--- config.mk ---
export PLATFORM = sky130hd
export DESIGN_NAME = eatr_lane
export DESIGN_NICKNAME = d
export VERILOG_FILES = /design/src/hdl/eatr_pkg.sv /design/src/hdl/eatr_lane.sv
export SDC_FILE = /design/constraint.sdc
export NUM_CORES = 2
export LEC_CHECK = 0
export ABC_CLOCK_PERIOD_IN_PS = 8800
export BUFFER_PORTS_ARGS = -buffer_cell sky130_fd_sc_hd__buf_2
export CORE_MARGIN = 2
export CORE_UTILIZATION = 30
export CTS_BUF_LIST = sky130_fd_sc_hd__clkbuf_8
export DETAILED_ROUTE_END_ITERATION = 10
export HOLD_SLACK_MARGIN = 0.03
export PLACE_DENSITY = 0.5
export REMOVE_ABC_BUFFERS = 1
export SYNTH_ARGS = -nofsm -noshare
export SYNTH_HDL_FRONTEND = slang
export SYNTH_SLANG_ARGS = --single-unit
--- constraint.sdc ---
create_clock -name clk -period 8.8 [get_ports clk]
set_clock_uncertainty 0.2 [all_clocks]
set_input_delay 0 -clock clk [delete_from_list [all_inputs] [get_ports clk]]
set_output_delay 0 -clock clk [all_outputs]
set_load 0.005 [all_outputs]
--- src/hdl/eatr_pkg.sv ---
package eatr_pkg;

    localparam int AXIS_BITS     = 2;
    localparam int APB_ADDR_BITS = 4;
    localparam int APB_DATA_BITS = 32;

    // axis codes; the three of them always add up to AXIS_SUM
    localparam logic [AXIS_BITS-1:0] AXIS_X   = 2'd0;
    localparam logic [AXIS_BITS-1:0] AXIS_Y   = 2'd1;
    localparam logic [AXIS_BITS-1:0] AXIS_Z   = 2'd2;
    localparam logic [AXIS_BITS-1:0] AXIS_SUM = 2'd3;

    // register indexes (byte address / 4)
    localparam logic [APB_ADDR_BITS-3:0] REG_FIRST_AXIS  = 2'd0;
    localparam logic [APB_ADDR_BITS-3:0] REG_SECOND_AXIS = 2'd1;
    localparam logic [APB_ADDR_BITS-3:0] REG_THIRD_AXIS  = 2'd2;

    // place of an axis in the configured sequence
    typedef enum logic [1:0] {
        ROLE_I,
        ROLE_J,
        ROLE_T
    } role_t;

    // matrix entry in sequence coordinates, row role * 3 + column role
    typedef enum logic [3:0] {
        SLOT_II,
        SLOT_IJ,
        SLOT_IT,
        SLOT_JI,
        SLOT_JJ,
        SLOT_JT,
        SLOT_TI,
        SLOT_TJ,
        SLOT_TT
    } slot_t;

    typedef struct packed {
        logic            bad;
        logic            euler;
        logic            sg_neg;
        role_t [2:0]     role;
    } ctl_t;

    localparam logic [63:0] HALF_PI_Q62  = 64'h6487ED5110B4611A;
    localparam int          TAYLOR_TERMS = 14;
    localparam logic [63:0] TAYLOR_DIV [1:TAYLOR_TERMS] = '{
        64'd6,   64'd20,  64'd42,  64'd72,  64'd110, 64'd156, 64'd210,
        64'd272, 64'd342, 64'd420, 64'd506, 64'd600, 64'd702, 64'd812
    };

    function automatic slot_t slot_of(input role_t rr, input role_t rc);
        return slot_t'(4'(rr) * 4'd3 + 4'(rc));
    endfunction

    // (a*b) >> 62, kept to 64 bits
    function automatic logic [63:0] mul_q62(input logic [63:0] a, input logic [63:0] b);
        logic [127:0] p;
        p = {64'd0, a} * {64'd0, b};
        return p[125:62];
    endfunction

    // round(2^frac_bits * sin(2*pi*n / 2^angle_bits)) by a Q62 Taylor series;
    // evaluated at elaboration only
    function automatic int unsigned sine_entry(input int unsigned n,
                                               input int unsigned angle_bits,
                                               input int unsigned frac_bits);
        int unsigned s;
        logic [63:0] low_mask;
        logic [63:0] nn;
        logic [63:0] x;
        logic [63:0] x2;
        logic [63:0] term;
        logic [63:0] sum;
        logic [63:0] t;
        s        = angle_bits - 2;
        low_mask = (64'd1 << s) - 64'd1;
        nn       = 64'(n);
        x        = (HALF_PI_Q62 >> s) * nn + (((HALF_PI_Q62 & low_mask) * nn) >> s);
        x2       = mul_q62(x, x);
        term     = x;
        sum      = x;
        for (int k = 1; k <= TAYLOR_TERMS; k++)
        begin
            term = mul_q62(term, x2) / TAYLOR_DIV[k];
            if (k[0])
                sum = sum - term;
            else
                sum = sum + term;
        end
        t = sum >> (62 - frac_bits - 1);
        return 32'((t + 64'd1) >> 1);
    endfunction

endpackage

--- src/hdl/eatr_lane.sv ---
module eatr_lane import eatr_pkg::*;
#(
    parameter int FRAC_BITS = 14
)
(
    input  logic                        clk,
    input  logic                        en_prod,
    input  logic                        en_chain,
    input  logic                        en_sum,
    input  logic signed [FRAC_BITS+1:0] a,
    input  logic signed [FRAC_BITS+1:0] b,
    input  logic signed [FRAC_BITS+1:0] c,
    input  logic signed [FRAC_BITS+1:0] d,
    input  logic signed [FRAC_BITS+1:0] e,
    input  logic                        negate,
    output logic signed [FRAC_BITS+1:0] slot
);

    localparam int W = FRAC_BITS + 2;
    localparam logic signed [2*W-1:0] Half    = (2*W)'(1) << (FRAC_BITS - 1);
    localparam logic signed [W:0]     OneWide = (W+1)'(1) << FRAC_BITS;

    logic signed [W-1:0] ab_reg;
    logic signed [W-1:0] de_reg;
    logic signed [W-1:0] c_reg;
    logic                neg3_reg;
    logic signed [W-1:0] abc_reg;
    logic signed [W-1:0] de4_reg;
    logic                neg4_reg;
    logic signed [W-1:0] slot_reg;
    logic signed [W-1:0] slot_next;
    logic signed [W:0]   sum;
    logic signed [W:0]   sum_sat;

    // product rounded half up: floor((x*y + half) / 2^FRAC_BITS)
    function automatic logic signed [W-1:0] fmul(input logic signed [W-1:0] x,
                                                 input logic signed [W-1:0] y);
        logic signed [2*W-1:0] p;
        p = (2*W)'(x) * (2*W)'(y) + Half;
        return W'(p >>> FRAC_BITS);
    endfunction

    always_ff @(posedge clk)
    begin
        if (en_prod)
        begin
            ab_reg   <= fmul(a, b);
            de_reg   <= fmul(d, e);
            c_reg    <= c;
            neg3_reg <= negate;
        end
        if (en_chain)
        begin
            abc_reg  <= fmul(ab_reg, c_reg);
            de4_reg  <= de_reg;
            neg4_reg <= neg3_reg;
        end
        if (en_sum)
            slot_reg <= slot_next;
    end

    always_comb
    begin
        sum = (W+1)'(abc_reg) + (W+1)'(de4_reg);
        if (sum > OneWide)
            sum_sat = OneWide;
        else if (sum < -OneWide)
            sum_sat = -OneWide;
        else
            sum_sat = sum;
        slot_next = neg4_reg ? W'(-sum_sat) : W'(sum_sat);
    end

    assign slot = slot_reg;

endmodule

# --- Word-level counts from Yosys, hierarchy flattened ---
# Cells that the tools add are included.
# Widths: inputs -> output; s select.
op_classes:
  mul: 3
  addsub: 5
  mux: 3
  n_lt_le_gt_ge: 2
op_table:
  columns: ["op", "n"]
  rows:
  - ["$add 30x15->30 const B", 3]
  - ["$mul 16x16->30", 3]
  - ["$mux 16", 3]
  - ["$add 16x16->17", 1]
  - ["$gt 17x16->1 const B", 1]
  - ["$lt 17x15->1 const B", 1]
  - ["$neg 16->16", 1]
totals:
  ff_bits: 98
  wordCells: 21
  out_inout_bits: 16
  inputBits: 85

# --- Longest topological paths before layout ---
depth:
  word_depth: 6
  mapped_depth: 24

# --- Least setup slack after synthesis ---
# OpenSTA, ideal clock, no wires.
synth_path:
  kind: "register -> register"
  start: "register c_reg[7]"
  end: "register abc_reg[15], data pin"
  n_path_buf: 1
  required_ps: 8443
  stages_incl_launch_ff: 24
  setup_slack_ps: 2617
  setup_ps: 157
  arrival_ps: 5826
  cell_sequence: "edfxtp_1 -> clkbuf_1 -> nand2_1 -> fa_1 -> inv_1 -> fa_1 -> inv_1 -> fa_1 -> inv_1 -> fa_1 -> fa_1 -> inv_1 -> fa_1 -> inv_1 -> ha_1 -> a211oi_1 -> nand2_1 -> a31oi_1 -> a211oi_1 -> o2111a_1 -> o21ai_0 -> a31oi_1 -> and4_1 -> nor3_1"
synth_between:
  elab_chain_cells: 2
synth_lines:
  columns: ["element", "line_no", "rtl"]
  rows:
  - ["start, declared", "eatr_lane.sv:25", "logic signed [W-1:0] c_reg;"]
  - ["start signal, assigned", "eatr_lane.sv:49", "c_reg <= c;"]
  - ["$mul 16x16->30", "eatr_lane.sv:39", "p = (2*W)'(x) * (2*W)'(y) + Half;"]
  - ["$add 30x15->30", "eatr_lane.sv:39", null]
  - ["end signal, assigned", "eatr_lane.sv:54", "abc_reg <= fmul(ab_reg, c_reg);"]
  - ["end, declared", "eatr_lane.sv:27", "logic signed [W-1:0] abc_reg;"]
# Every way passes these cells.
# A chain may end at the register's enable or synchronous reset.

# --- Final worst setup path ---
# Same ends and word-level chain as after synthesis.

==> impl_metrics.toml <==
[clocking]
cts_tree = "built"
htreeDepth = 3
clock-sinks = 98
clk_pin_slew_ps = 100
root_buffer = "clkbuf_8"
numCtsBuffers = 9
clk_path_buf_depth = 2
worstSkewPairLatency_ps = 420
postCtsSetupBuffers = 0

[worst_setup_path]
r2r_end = "abc_reg[15]"
rrSetupSlack_ps = 1940
start_kind = "flop"
path_class = "reg2reg"
critPathSlowestCell = "edfxtp_1"
crit_required_ps = 8780
worstPathCellList = "nand2_1 -> fa_1 -> inv_1 -> fa_1 -> inv_1 -> fa_1 -> inv_1 -> fa_1 -> fa_1 -> inv_1 -> fa_1 -> inv_1 -> ha_1 -> o21a_1 -> o21ai_0 -> a211oi_1 -> o2111a_1 -> o21ai_0 -> a31oi_1 -> and4_1 -> nor3_1"
end_kind = "flop"
cp.arrival_ps = 6840
r2r_cells = 21
r2r_start = "c_reg[7]"
worst-path-buf-inv = 5
slowest_delay_ps = 770
crit_top_cell = "fa_1"
path_max_fanout = 16
critPathTopFamily = "adder cells"

[yosys]
synth-seq-cells = 98
synth_top_area_share_pct = 47.4
ys_top_cells_by_area = "fa_1 47%, inv_1 10%, ha_1 9.5%"
synth_cells = 3254
avgSynthCellArea_sq_um = 9.66
async_flop_share_pct = 0
yosysTopAreaCell = "fa_1"
netlist_area_sq_mm = 0.0314
ys_seq_area_share_pct = 9.36
synthFlopType = "edfxtp_1"
ys_types = 79
yosys_warnings = 0
synth_edf_count = 98

[placement]
hpwl_um = 60900
gp_congestion = 0.823
dp.cells = 4637
portBuffers = 100

[route]
viasPerCell = 4.42
drc_errors = 0
wire_per_inst_um = 15.7
dr.pass1.iters = 5
dr.first_iter.drc_count = 852
vias = 20670
wl_um = 73400
ant_nets = 0

[finish]
instances_no_fill = 4672
fin_util_pct = 32.5
nets = 4356
layout_common_cells = "836 x inv_1, 745 x fa_1, 381 x nand2_1"
drive_gt1_share_pct = 4.44
area_growth_pct = 7.16
final_common_cell = "inv_1"

[status]
outcome = "finished, final reports clean"

[floorplanning]
die_h_um = 328
dieArea_sq_mm = 0.107
io_pins = 101
num_rows = 118
core-area_sq_mm = 0.104
fp.dieW_um = 328
start_util_pct = 30.3

[sta]
slew_violations = 0
whs_ps = 41.3
rsz0062_at_grt = "false"
tightest_slew_ps = 798
finalHoldViolations = 0
fmaxAchievable_ghz = 0.146
fin_crit_sh_pct = 77.9
min_period_ps = 6860
setup_viol = 0
maxSlewHeadroom_pct = 46.8
setup_tns_ps = 0

[min_path]
min_path_cells = 2
hp-class = "in2reg"
hold_end = "neg3_reg"
min-delay-start = "en_prod"

[run]
cap_violations = 0

[grt]
grt_pass1_wl_um = 124000
grt_overflow = 0
grt_pass1_vias = 23284
antenna_found_initial = 0
grt_usage_pct = 14.5
grt_max_degree = 50
-- layer usage --
metal | global-route usage, % | wire, um | part of all wire, %
met5 | 0 | 0 | 0
met1 | 19.9 | 34500 | 47
met2 | 25.2 | 35600 | 48
met3 | 1.22 | 2020 | 2.8
met4 | 2.83 | 1260 | 1.7
-- through the flow --
step	instance area [sq um]	setup slack [ps]
6_report	33700	1940
5_1_grt	33700	1480
4_1_cts	33700	1830
3_5_place_dp	33300	1840
3_3_place_gp	33300	1880
2_1_floorplan	31000	2750
-- cells in the mapped netlist (all sizes together) (19+ instances only) --
cell type,instances
ha,239
nor2,79
xor2,30
and2,363
nand2,381
edfxtp,98
clkbuf,98
nand3,19
a21oi,45
a21o,21
xnor2,73
fa,745
inv,836
nand2b,29
o21ai,36
-- cell type report --
class,count,area [sq um]
Clock buffer,9,124
Timing Repair Buffer,125,736
Sequential cell,98,2940
Inverter,837,3140
Tap cell,1380,1730
Fill cell,10829,70100
Clock inverter,6,66.3
Multi-Input combinational cell,2216,25000
Antenna cell,1,2.50
-- what timing repair did --
item / 4_1_cts / 5_1_grt
resized for setup: 0 / 0
hold buffers: 19 / 0
hold endpoints to repair: 66 / 0
endpoints found under the setup margin: 0 / 0
-- kinds of logic after synthesis --
family	after synthesis	synth area share [%]
flops	98	9.36
xor+xnor	103	2.93
simple gates	935	15.1
mux	2	0.0637
compound gates	192	4.28
fa+ha+maj	984	56.9
buf+inv	940	11.3
-- how the worst max path moves through the flow --
| stage | cells past startpoint | to | slack (ps) | from |
|---|---|---|---|---|
| CTS | 21 | abc_reg[15] | 1830 | ab_reg[6] |
| global placement | 20 | abc_reg[15] | 1880 | c_reg[4] |
| global route | 21 | abc_reg[14] | 1480 | c_reg[7] |
| detailed placement | 21 | abc_reg[15] | 1840 | c_reg[7] |
| floorplan | 22 | abc_reg[15] | 2750 | c_reg[7] |
| finish | 21 | abc_reg[15] | 1940 | c_reg[7] |
Power is not shown: default switching activity piles up to over one toggle a cycle in this logic, so the estimate is an artifact.
