==> src/hdl/eatr_pkg.sv <==
package eatr_pkg;

    localparam int AXIS_BITS     = 2;
    localparam int APB_ADDR_BITS = 4;
    localparam int APB_DATA_BITS = 32;

    // axis codes; the three of them always add up to AXIS_SUM
    localparam logic [AXIS_BITS-1:0] AXIS_X   = 2'd0;
    localparam logic [AXIS_BITS-1:0] AXIS_Y   = 2'd1;
    localparam logic [AXIS_BITS-1:0] AXIS_Z   = 2'd2;
    localparam logic [AXIS_BITS-1:0] AXIS_SUM = 2'd3;

    // register indexes (byte address / 4)
    localparam logic [APB_ADDR_BITS-3:0] REG_FIRST_AXIS  = 2'd0;
    localparam logic [APB_ADDR_BITS-3:0] REG_SECOND_AXIS = 2'd1;
    localparam logic [APB_ADDR_BITS-3:0] REG_THIRD_AXIS  = 2'd2;

    // place of an axis in the configured sequence
    typedef enum logic [1:0] {
        ROLE_I,
        ROLE_J,
        ROLE_T
    } role_t;

    // matrix entry in sequence coordinates, row role * 3 + column role
    typedef enum logic [3:0] {
        SLOT_II,
        SLOT_IJ,
        SLOT_IT,
        SLOT_JI,
        SLOT_JJ,
        SLOT_JT,
        SLOT_TI,
        SLOT_TJ,
        SLOT_TT
    } slot_t;

    typedef struct packed {
        logic            bad;
        logic            euler;
        logic            sg_neg;
        role_t [2:0]     role;
    } ctl_t;

    localparam logic [63:0] HALF_PI_Q62  = 64'h6487ED5110B4611A;
    localparam int          TAYLOR_TERMS = 14;
    localparam logic [63:0] TAYLOR_DIV [1:TAYLOR_TERMS] = '{
        64'd6,   64'd20,  64'd42,  64'd72,  64'd110, 64'd156, 64'd210,
        64'd272, 64'd342, 64'd420, 64'd506, 64'd600, 64'd702, 64'd812
    };

    function automatic slot_t slot_of(input role_t rr, input role_t rc);
        return slot_t'(4'(rr) * 4'd3 + 4'(rc));
    endfunction

    // (a*b) >> 62, kept to 64 bits
    function automatic logic [63:0] mul_q62(input logic [63:0] a, input logic [63:0] b);
        logic [127:0] p;
        p = {64'd0, a} * {64'd0, b};
        return p[125:62];
    endfunction

    // round(2^frac_bits * sin(2*pi*n / 2^angle_bits)) by a Q62 Taylor series;
    // evaluated at elaboration only
    function automatic int unsigned sine_entry(input int unsigned n,
                                               input int unsigned angle_bits,
                                               input int unsigned frac_bits);
        int unsigned s;
        logic [63:0] low_mask;
        logic [63:0] nn;
        logic [63:0] x;
        logic [63:0] x2;
        logic [63:0] term;
        logic [63:0] sum;
        logic [63:0] t;
        s        = angle_bits - 2;
        low_mask = (64'd1 << s) - 64'd1;
        nn       = 64'(n);
        x        = (HALF_PI_Q62 >> s) * nn + (((HALF_PI_Q62 & low_mask) * nn) >> s);
        x2       = mul_q62(x, x);
        term     = x;
        sum      = x;
        for (int k = 1; k <= TAYLOR_TERMS; k++)
        begin
            term = mul_q62(term, x2) / TAYLOR_DIV[k];
            if (k[0])
                sum = sum - term;
            else
                sum = sum + term;
        end
        t = sum >> (62 - frac_bits - 1);
        return 32'((t + 64'd1) >> 1);
    endfunction

endpackage

==> src/hdl/eatr_cfg.sv <==
module eatr_cfg import eatr_pkg::*;
(
    input  logic                     clk,
    input  logic                     rst_n,
    input  logic                     psel,
    input  logic                     penable,
    input  logic                     pwrite,
    input  logic [APB_ADDR_BITS-1:0] paddr,
    input  logic [APB_DATA_BITS-1:0] pwdata,
    output logic [APB_DATA_BITS-1:0] prdata,
    output logic                     pready,
    output ctl_t                     ctl
);

    logic [AXIS_BITS-1:0]     first_axis_reg;
    logic [AXIS_BITS-1:0]     second_axis_reg;
    logic [AXIS_BITS-1:0]     third_axis_reg;
    logic [APB_ADDR_BITS-3:0] reg_index;
    logic                     wr;
    logic [AXIS_BITS-1:0]     t_axis;

    assign pready    = 1'b1;
    assign reg_index = paddr[APB_ADDR_BITS-1:2];
    assign wr        = psel & penable & pwrite;

    always_ff @(posedge clk or negedge rst_n)
    begin
        if (!rst_n)
        begin
            first_axis_reg  <= AXIS_X;
            second_axis_reg <= AXIS_Y;
            third_axis_reg  <= AXIS_Z;
        end
        else if (wr)
        begin
            case (reg_index)
                REG_FIRST_AXIS:  first_axis_reg  <= pwdata[AXIS_BITS-1:0];
                REG_SECOND_AXIS: second_axis_reg <= pwdata[AXIS_BITS-1:0];
                REG_THIRD_AXIS:  third_axis_reg  <= pwdata[AXIS_BITS-1:0];
                default:         ;
            endcase
        end
    end

    always_comb
    begin
        case (reg_index)
            REG_FIRST_AXIS:  prdata = APB_DATA_BITS'(first_axis_reg);
            REG_SECOND_AXIS: prdata = APB_DATA_BITS'(second_axis_reg);
            REG_THIRD_AXIS:  prdata = APB_DATA_BITS'(third_axis_reg);
            default:         prdata = '0;
        endcase
    end

    function automatic role_t role_of(input logic [AXIS_BITS-1:0] axis,
                                      input logic [AXIS_BITS-1:0] i,
                                      input logic [AXIS_BITS-1:0] j);
        if (axis == i)
            return ROLE_I;
        if (axis == j)
            return ROLE_J;
        return ROLE_T;
    endfunction

    // Euler sequences repeat the first axis; the third role goes to the axis left over
    assign t_axis = (first_axis_reg == third_axis_reg)
                  ? AXIS_SUM - first_axis_reg - second_axis_reg
                  : third_axis_reg;

    always_comb
    begin
        ctl.bad    = (first_axis_reg == AXIS_SUM) || (second_axis_reg == AXIS_SUM)
                  || (third_axis_reg == AXIS_SUM) || (first_axis_reg == second_axis_reg)
                  || (second_axis_reg == third_axis_reg);
        ctl.euler  = (first_axis_reg == third_axis_reg);
        ctl.sg_neg = !((first_axis_reg == AXIS_X && second_axis_reg == AXIS_Y)
                    || (first_axis_reg == AXIS_Y && second_axis_reg == AXIS_Z)
                    || (first_axis_reg == AXIS_Z && second_axis_reg == AXIS_X));
        ctl.role[AXIS_X] = role_of(AXIS_X, first_axis_reg, second_axis_reg);
        ctl.role[AXIS_Y] = role_of(AXIS_Y, first_axis_reg, second_axis_reg);
        ctl.role[AXIS_Z] = role_of(AXIS_Z, first_axis_reg, second_axis_reg);
        if (t_axis == AXIS_SUM)
            ctl.euler = 1'b0;
    end

endmodule

==> config.mk <==
export PLATFORM = sky130hd
export DESIGN_NAME = eatr_cfg
export DESIGN_NICKNAME = d
export VERILOG_FILES = /design/src/hdl/eatr_pkg.sv /design/src/hdl/eatr_cfg.sv
export SDC_FILE = /design/constraint.sdc
export NUM_CORES = 1
export LEC_CHECK = 0
export BUFFER_PORTS_ARGS = -buffer_cell sky130_fd_sc_hd__buf_2
export CAP_MARGIN = 10
export CORE_MARGIN = 5
export CORE_UTILIZATION = 30
export DETAILED_ROUTE_END_ITERATION = 8
export PLACE_DENSITY = 0.81
export RECOVER_POWER = 25
export REMOVE_ABC_BUFFERS = 1
export SYNTH_ARGS = -nofsm -noshare
export SYNTH_HDL_FRONTEND = slang
export SYNTH_SLANG_ARGS = --single-unit
==> constraint.sdc <==
create_clock -name clk -period 1.18 [get_ports clk]
set_input_delay 0.118 -clock clk [delete_from_list [all_inputs] [get_ports clk]]
set_output_delay 0.118 -clock clk [all_outputs]
set_load 0.005 [all_outputs]
Yosys cells after proc, flatten, opt, wreduce, memory -nomap -nowiden

Cells that the tools add are included.

Bits in registers: 6
Bits in latches: 0
Memory bits (writable): 0
Memory bits (read-only): 0
Input bits: 41
Output and inout bits: 42
Logic and storage cells: 64
Memories: 0

$add $sub $neg: 2
$mul: 0
Divide/modulo/power cells: 0
Order comparisons: 0
Eq/ne operators: 17
Shift-type cells: 0
Muxes and demuxes: 24
Bitwise logic cells: 2
Reductions and logical operators: 16

Operator list:

| cell                  | count |
|---|---|
| $mux W2               | 13 |
| $eq A2 B2 Y1 const B  | 7 |
| $mux W1               | 10 |
| $eq A2 B1 Y1 const B  | 3 |
| $eq A2 B2 Y1          | 3 |
| $logic_not A2 Y1      | 3 |
| $logic_or A1 B1 Y1    | 6 |
| $pmux W2 S3           | 1 |
| $reduce_and A2 Y1     | 3 |
| $eq A1 B2 Y1 const A  | 2 |
| $eq A2 B2 Y1 const A  | 2 |
| $logic_and A1 B1 Y1   | 3 |
| $and A1 B1 Y1         | 2 |
| $sub A2 B2 Y2         | 1 |
| $sub A2 B2 Y2 const A | 1 |
| $logic_not A1 Y1      | 1 |

Logic depth before layout (Yosys ltp)

Gate-level depths: netlist of the first run.

Word-level depth: 5
Mapped depth: 4
Mapped depth without buffers: 4

Worst setup path before layout of the first run

No wires, ideal clock.

Kind: reg-to-output
From: register first_axis_reg[0]
To: output ctl[7] (netlist name)
Data arrival time: 1.221 ns
Slack: -0.159 ns
Cell stages (with the launch flop): 5
Path through: dfrtp_1 > ha_1 > xnor2_1 > a211o_1 > a21oi_1

RTL lines:

| what                   | RTL line       | RTL |
|---|---|---|
| start, declared        | eatr_cfg.sv:15 | `logic [AXIS_BITS-1:0] first_axis_reg;` |
| start signal, assigned | eatr_cfg.sv:37 | `REG_FIRST_AXIS: first_axis_reg <= pwdata[AXIS_BITS-1:0];` |
| end, declared          | eatr_cfg.sv:12 | `output ctl_t ctl` |

==> results of run 1 <==
cell usage in the layout, fill, tap and decap left out, drive strengths merged:
| master | instances |
|---|---|
| ha | 1 |
| a21oi | 2 |
| nor2 | 5 |
| o211ai | 1 |
| dfstp | 2 |
| xor2 | 1 |
| nor3b | 2 |
| clkbuf | 5 |
| a211o | 1 |
| mux2 | 6 |
| dlygate4sd3 | 1 |
| nor3 | 3 |
| inv | 2 |
| buf | 27 |
| conb | 31 |
| o2111ai | 1 |
| xnor2 | 1 |
| or3b | 1 |
| nand2 | 3 |
| dfrtp | 4 |
| a2bb2oi | 1 |
| o31ai | 1 |
| nand3 | 1 |
| nor2b | 4 |
| o21ai | 3 |
| o32a | 1 |
| mux2i | 3 |
power by group through the flow:
| stage | logic (mW) | clock network, mW | registers, mW |
|---|---|---|---|
| final | 0.792 | 0.207 | 0.347 |
| after global routing | 0.875 | 0.232 | 0.355 |
| after CTS | 0.763 | 0.219 | 0.343 |
| after detailed placement | 0.644 | 0 | 0.326 |
| after global placement | 0.618 | 0 | 0.321 |
| after floorplan | 0.337 | 0 | 0.353 |
logic make-up (layout without fill, tap and decap cells):
| logic type | count (synthesis) | count (layout) | share of synthesized area, % |
|---|---|---|---|
| AOI/OAI and AO/OA | 11 | 11 | 10.4 |
| xor gates and xnor gates | 2 | 2 | 2.40 |
| adders and majority gates | 1 | 1 | 1.71 |
| buffers and inverters | 36 | 35 | 34.6 |
| DFF | 6 | 6 | 20.9 |
| muxes | 9 | 9 | 14.4 |
| other | 2 | 31 | 1.03 |
| and+or+nand+nor | 19 | 19 | 14.6 |
layer usage:
layer	part of all wire (%)	vias up	GRT usage, %
met5	0	-	0
met4	1.5	0	2.91
met3	10	2	5.01
met2	54	28	17.2
met1	34	277	9.62
li1	-	283	-
area by class of cell:
class / instances / area (um^2)
flip-flops and latches: 6 / 154
clock buffers: 4 / 26.3
inverters: 2 / 7.51
repair buffers: 29 / 183
multi-input cells: 73 / 487
fillers: 215 / 1380
well taps: 28 / 35.0
stage by stage:
step	utilization [%]	hold slack, ns
after CTS	38.5	0.121
after floorplan	-	-0.178
after global routing	39.2	0.120
after global placement	33.8	-0.0578
after detailed placement	33.8	-0.0497
final	39.2	0.130
what timing repair did:
action	4_1_cts	5_1_grt
resized for setup	14	5
endpoints found under the setup margin	11	12
hold buffers	1	0
buffers inserted	3	1
pin swaps	5	1
endpoints found under the hold margin	6	0
final timing paths:
kind | start | to | slack (ns) | cells past startpoint
max | first_axis_reg[0]$_DFFE_PN0P_ | ctl[8] | -0.47 | 5
max reg2reg | first_axis_reg[0]$_DFFE_PN0P_ | first_axis_reg[0]$_DFFE_PN0P_ | 0.11 | 3
min reg2reg | third_axis_reg[0]$_DFFE_PN0P_ | third_axis_reg[0]$_DFFE_PN0P_ | 0.66 | 2
min in group asynchronous | rst_n | first_axis_reg[0]$_DFFE_PN0P_ | 0.28 | 2
min | pwdata[0] | second_axis_reg[0]$_DFFE_PN1P_ | 0.13 | 2
max in group asynchronous | rst_n | second_axis_reg[0]$_DFFE_PN1P_ | 0.60 | 2
==> run summary, run 1 <==
Run status = complete, but fails checks
Violated checks = setup timing
Sequential area share after synthesis = 20.9%
First-pass GRT wire length = 2570 um
Antenna diodes = 0
Final setup margin = -0.466 ns
Initial core utilization = 32.1%
TritonCTS clock tree = done
WP data arrival = 1.53 ns
DR DRC count = 0
DP Worst Slack = -0.243 ns
Yosys warns = 0
Nets@finish = 157
Detailed-route via count = 590
Pwr Total = 1.35 mW
Synth Register Bits = 6
PD cells = 1510 nW/um^2
Setup repair after global routing missed its margin = yes
IO Port Bufs = 19
Combinational Power Share = 58.9%
Drt first-iter violations = 16
Clock root buffer = clkbuf_4
Die area = 3520 um^2
Fin crit period = 1.65 ns
Max stage delay on crit path = 0.41 ns
Top cells by area, synth = buf_4 32%, dfrtp_1 14%, dfstp_2 7.2%
Clk sinks = 6
Main synth FF type = dfrtp_1
Crit path buf inv count = 1
Final hold viol count = 0
Final setup viols = 11
# H-tree levels = 1
Post-DP HPWL = 1320 um
Post-synth EDFFs = 0
Fmax = 607 MHz
Total negative slack = -2.89 ns
Leak = 0.455 nW
Post-synth top area cell = buf_4
Reg clk slew, reported paths = 0.05 ns
Initial antenna violation count = 0
DRT Pass-1 Iters = 4
Commonest cells in the netlist = 31 x buf_4, 5 x nor2_1, 4 x dfrtp_1, 4 x mux2_2, 4 x nor2b_1
Number of cells produced by synthesis = 86
Syn avg cell area = 8.50 um^2
Clk_skew = 0 ns
Power share of the clock group = 15.4%
Slew Viols, Final = 0
Max Cap Viol = 0
Internal = 831 uW
Count leader, synth = buf_4
Cell area after synthesis = 731 um^2
Distinct cells, synth = 28
Die height = 59.4 um
Reg power frac = 25.8%
Final Non-Filler Cells = 142
Antenna Nets Post-Route = 0
Placed insts = 134
Worst min-delay path class = in2reg
Area delta synth->final = 22.1%
Gr ovfl total = 0
Gr usage total = 9.64%
Async set or reset register ratio after synthesis = 100%
Worst path slowest cell = dfrtp_1
Peak VDD IR = 0.725 mV
Die Width = 59.4 um
Dpl cell area = 769 um^2
Worst EP required = 1.06 ns
Sw Pwr = 515 uW
Sw Share = 38.3%
Kind of start point of the critical path = register
Top Ports = 83
Worst-path fanout max = 4
Core area = 2280 um^2
Clock tree buffer depth = 2
CP delay by family, top = flip-flops
Core Rows = 17
Layout cells sized above 1 = 43.0%
Post-Route WL = 1690 um
Final cycle utilization of the critical path = 140%
Vias in the first global route = 587
Routed WL per cell = 11.9 um
Largest net degree at the start of global routing = 12
Critical Path End Type = output port
Clk_lat worst skew = 0.25 ns
Final Instance Area = 892 um^2
Post-DR vias/cell = 4.15
Setup Crit Path Kind = reg2out
CTS Buf Count = 3
Final GP Congestion = 0.700
Crit path cell chain = ha_4 > nor2b_1 > o31ai_1 > o2111ai_1 > buf_2
Share of the synthesized area in the top cell type = 31.8%
Power figures use the tool's default switching activity.
==> run 2: changes to the inputs <==
==> constraint.sdc (replaced) <==
create_clock -name clk -period 1.5 [get_ports clk]
set_input_delay 0.15 -clock clk [delete_from_list [all_inputs] [get_ports clk]]
set_output_delay 0.15 -clock clk [all_outputs]
set_load 0.005 [all_outputs]
==> run 2 against run 1 <==
The flow still finishes with violations (setup timing). Clock power decreased by 29%. Wire length fell by 10%. Largest cell class unchanged. Cell area fell by 7.3%.
==> run summary, run 2 (same netlist as run 1, synthesis figures left out) <==
# H-tree levels = 1 (unchanged)
Antenna diodes = 0 (unchanged)
Post-DR vias/cell = 4.10 (-1.3%)
Setup repair after global routing missed its margin = yes
Die height = 59.4 um (unchanged)
Final hold viol count = 0 (unchanged)
Largest net degree at the start of global routing = 12 (unchanged)
Worst-path fanout max = 4 (unchanged)
Nets@finish = 152 (-3.2%)
Initial core utilization = 32.1% (unchanged)
Internal = 584 uW (-30%)
TritonCTS clock tree = done
Initial antenna violation count = 0 (unchanged)
Kind of start point of the critical path = register
Power share of the clock group = 15.3% (about the same)
Clock tree buffer depth = 2 (unchanged)
Placed insts = 131 (-2.2%)
Final GP Congestion = 0.704 (+0.47%)
First-pass GRT wire length = 2220 um (-14%)
PD cells = 1150 nW/um^2 (-23%)
Fmax = 592 MHz
Leak = 0.421 nW (-7.4%)
Total negative slack = -0.487 ns (+2.41 ns)
Reg clk slew, reported paths = 0.05 ns (about the same)
Core area = 2280 um^2 (unchanged)
Max stage delay on crit path = 0.40 ns (about the same)
Final cycle utilization of the critical path = 113%
Gr usage total = 8.16% (-1.5 points)
Routed WL per cell = 11.1 um (-6.2%)
Area delta synth->final = 13.2%
DRT Pass-1 Iters = 4 (unchanged)
Clk_lat worst skew = 0.24 ns (about the same)
Post-Route WL = 1520 um (-10%)
Die Width = 59.4 um (unchanged)
Sw Pwr = 371 uW (-28%)
IO Port Bufs = 19 (unchanged)
Drt first-iter violations = 10 (-6)
Post-DP HPWL = 1210 um (-7.8%)
Final Instance Area = 827 um^2 (-7.3%)
Fin crit period = 1.69 ns
Top Ports = 83 (unchanged)
Worst path slowest cell = dfrtp_1
Fill count = 226 (+5.1%)
Slew Viols, Final = 0 (unchanged)
Final setup margin = -0.188 ns (+0.278 ns)
Multi-input gate area = 470 um^2 (-3.3%)
Peak VDD IR = 0.870 mV (+20%)
Clock root buffer = clkbuf_4
Reg power frac = 28.5% (+2.7 points)
Critical Path End Type = output port
Antenna Nets Post-Route = 0 (unchanged)
Crit path cell chain = ha_4 > nor2b_1 > o31ai_1 > o2111ai_2 > buf_2
Violated checks = setup timing
WP data arrival = 1.54 ns (about the same)
Vias in the first global route = 510 (-13%)
Sw Share = 38.8% (+0.53 points)
Gr ovfl total = 0 (unchanged)
Core Rows = 17 (unchanged)
Worst min-delay path class = in2reg
Most frequent cells in the layout = 31 x conb_1, 18 x buf_2, 4 x nor2_1, 4 x mux2_2
Max Cap Viol = 0 (unchanged)
Die area = 3520 um^2 (unchanged)
Worst EP required = 1.35 ns (+0.29 ns)
Detailed-route via count = 558 (-5.4%)
CTS Buf Count = 3 (unchanged)
Layout cells sized above 1 = 38.9% (-4.1 points)
Run status = complete, but fails checks
FF+latch area = 154 um^2 (unchanged)
Final setup viols = 4 (-7)
Combinational Power Share = 56.2% (-2.7 points)
Clk_skew = 0 ns (unchanged)
Dpl cell area = 747 um^2 (-2.9%)
Setup Crit Path Kind = reg2out
DR DRC count = 0 (unchanged)
Final Non-Filler Cells = 136 (-4.2%)
Most common cell after layout, fill and taps aside = conb_1
Clk sinks = 6 (unchanged)
==> run 2: changes by cell type in the layout (fill, tap and decap cells not counted), moves of 2 or more <==
cell,delta
buf_4,-3
buf_6,-2
nor3_1,+2
nor3_2,-2
==> run 2: final timing paths <==
kind                                          startpoint                        endpoint  slack, ns  cells after the start
setup reg to reg           first_axis_reg[0]$_DFFE_PN0P_   first_axis_reg[0]$_DFFE_PN0P_       0.46                      3
max in group asynchronous                          rst_n   third_axis_reg[1]$_DFFE_PN1P_       0.90                      2
min in group asynchronous                          rst_n   first_axis_reg[0]$_DFFE_PN0P_       0.31                      2
hold / removal                                 pwdata[1]  second_axis_reg[1]$_DFFE_PN0P_       0.17                      2
setup / recovery           first_axis_reg[0]$_DFFE_PN0P_                          ctl[8]      -0.19                      5
hold reg to reg            third_axis_reg[0]$_DFFE_PN0P_   third_axis_reg[0]$_DFFE_PN0P_       0.66                      1
==> run 2: per-layer routing <==
metal  routed length (um)  part of all wire (%)  track usage (%)
met1                  573                    38             10.3
met2                  800                    53             13.9
met3                  141                   9.3             2.61
met4                    0                     0            0.971
met5                    0                     0                0
==> run 2: worst max-delay path, delay by kind of cell (launching register included) <==
kind	cells	cell delay, ns
flops	1	0.40
fa+ha+maj	1	0.29
compound gates	2	0.40
simple gates	1	0.04
buf+inv	1	0.15
==> run 2: area by class of cell <==
type	count	share of cell area (%)
inverter	2	0.908
timing repair buffer	24	16.6
multi-input combinational	73	56.9
tap	28	4.24
sequential	6	18.6
clock buffer	3	2.72
==> run 2: per-stage QoR <==
step                setup WS [ns]  util [%]  hold slack (ns)  total power [mW]
finish                     -0.188      36.3            0.166             0.955
global route               -0.287      36.3            0.166              1.05
CTS                        -0.210      35.2            0.160             0.926
detailed placement        0.00879      32.8          -0.0235             0.733
global placement           0.0338      32.8          -0.0280             0.709
floorplan                  0.0686         -           -0.146             0.543
==> run 2: repair_timing <==
action                                  4_1_cts  5_1_grt
hold buffers                                  1        0
endpoints found under the setup margin        3        7
setup buffers                                 0        2
gates resized for setup                       3        8
pin swaps                                     3        0
hold endpoints to repair                      6        0
==> run 2: power groups by stage <==
| stage | logic (mW) | registers, mW | clock network (mW) |
|---|---|---|---|
| after detailed placement | 0.471 | 0.262 | 0 |
| after global routing | 0.599 | 0.281 | 0.169 |
| after global placement | 0.452 | 0.257 | 0 |
| after floorplan | 0.265 | 0.278 | 0 |
| final | 0.537 | 0.272 | 0.146 |
| after CTS | 0.506 | 0.268 | 0.152 |
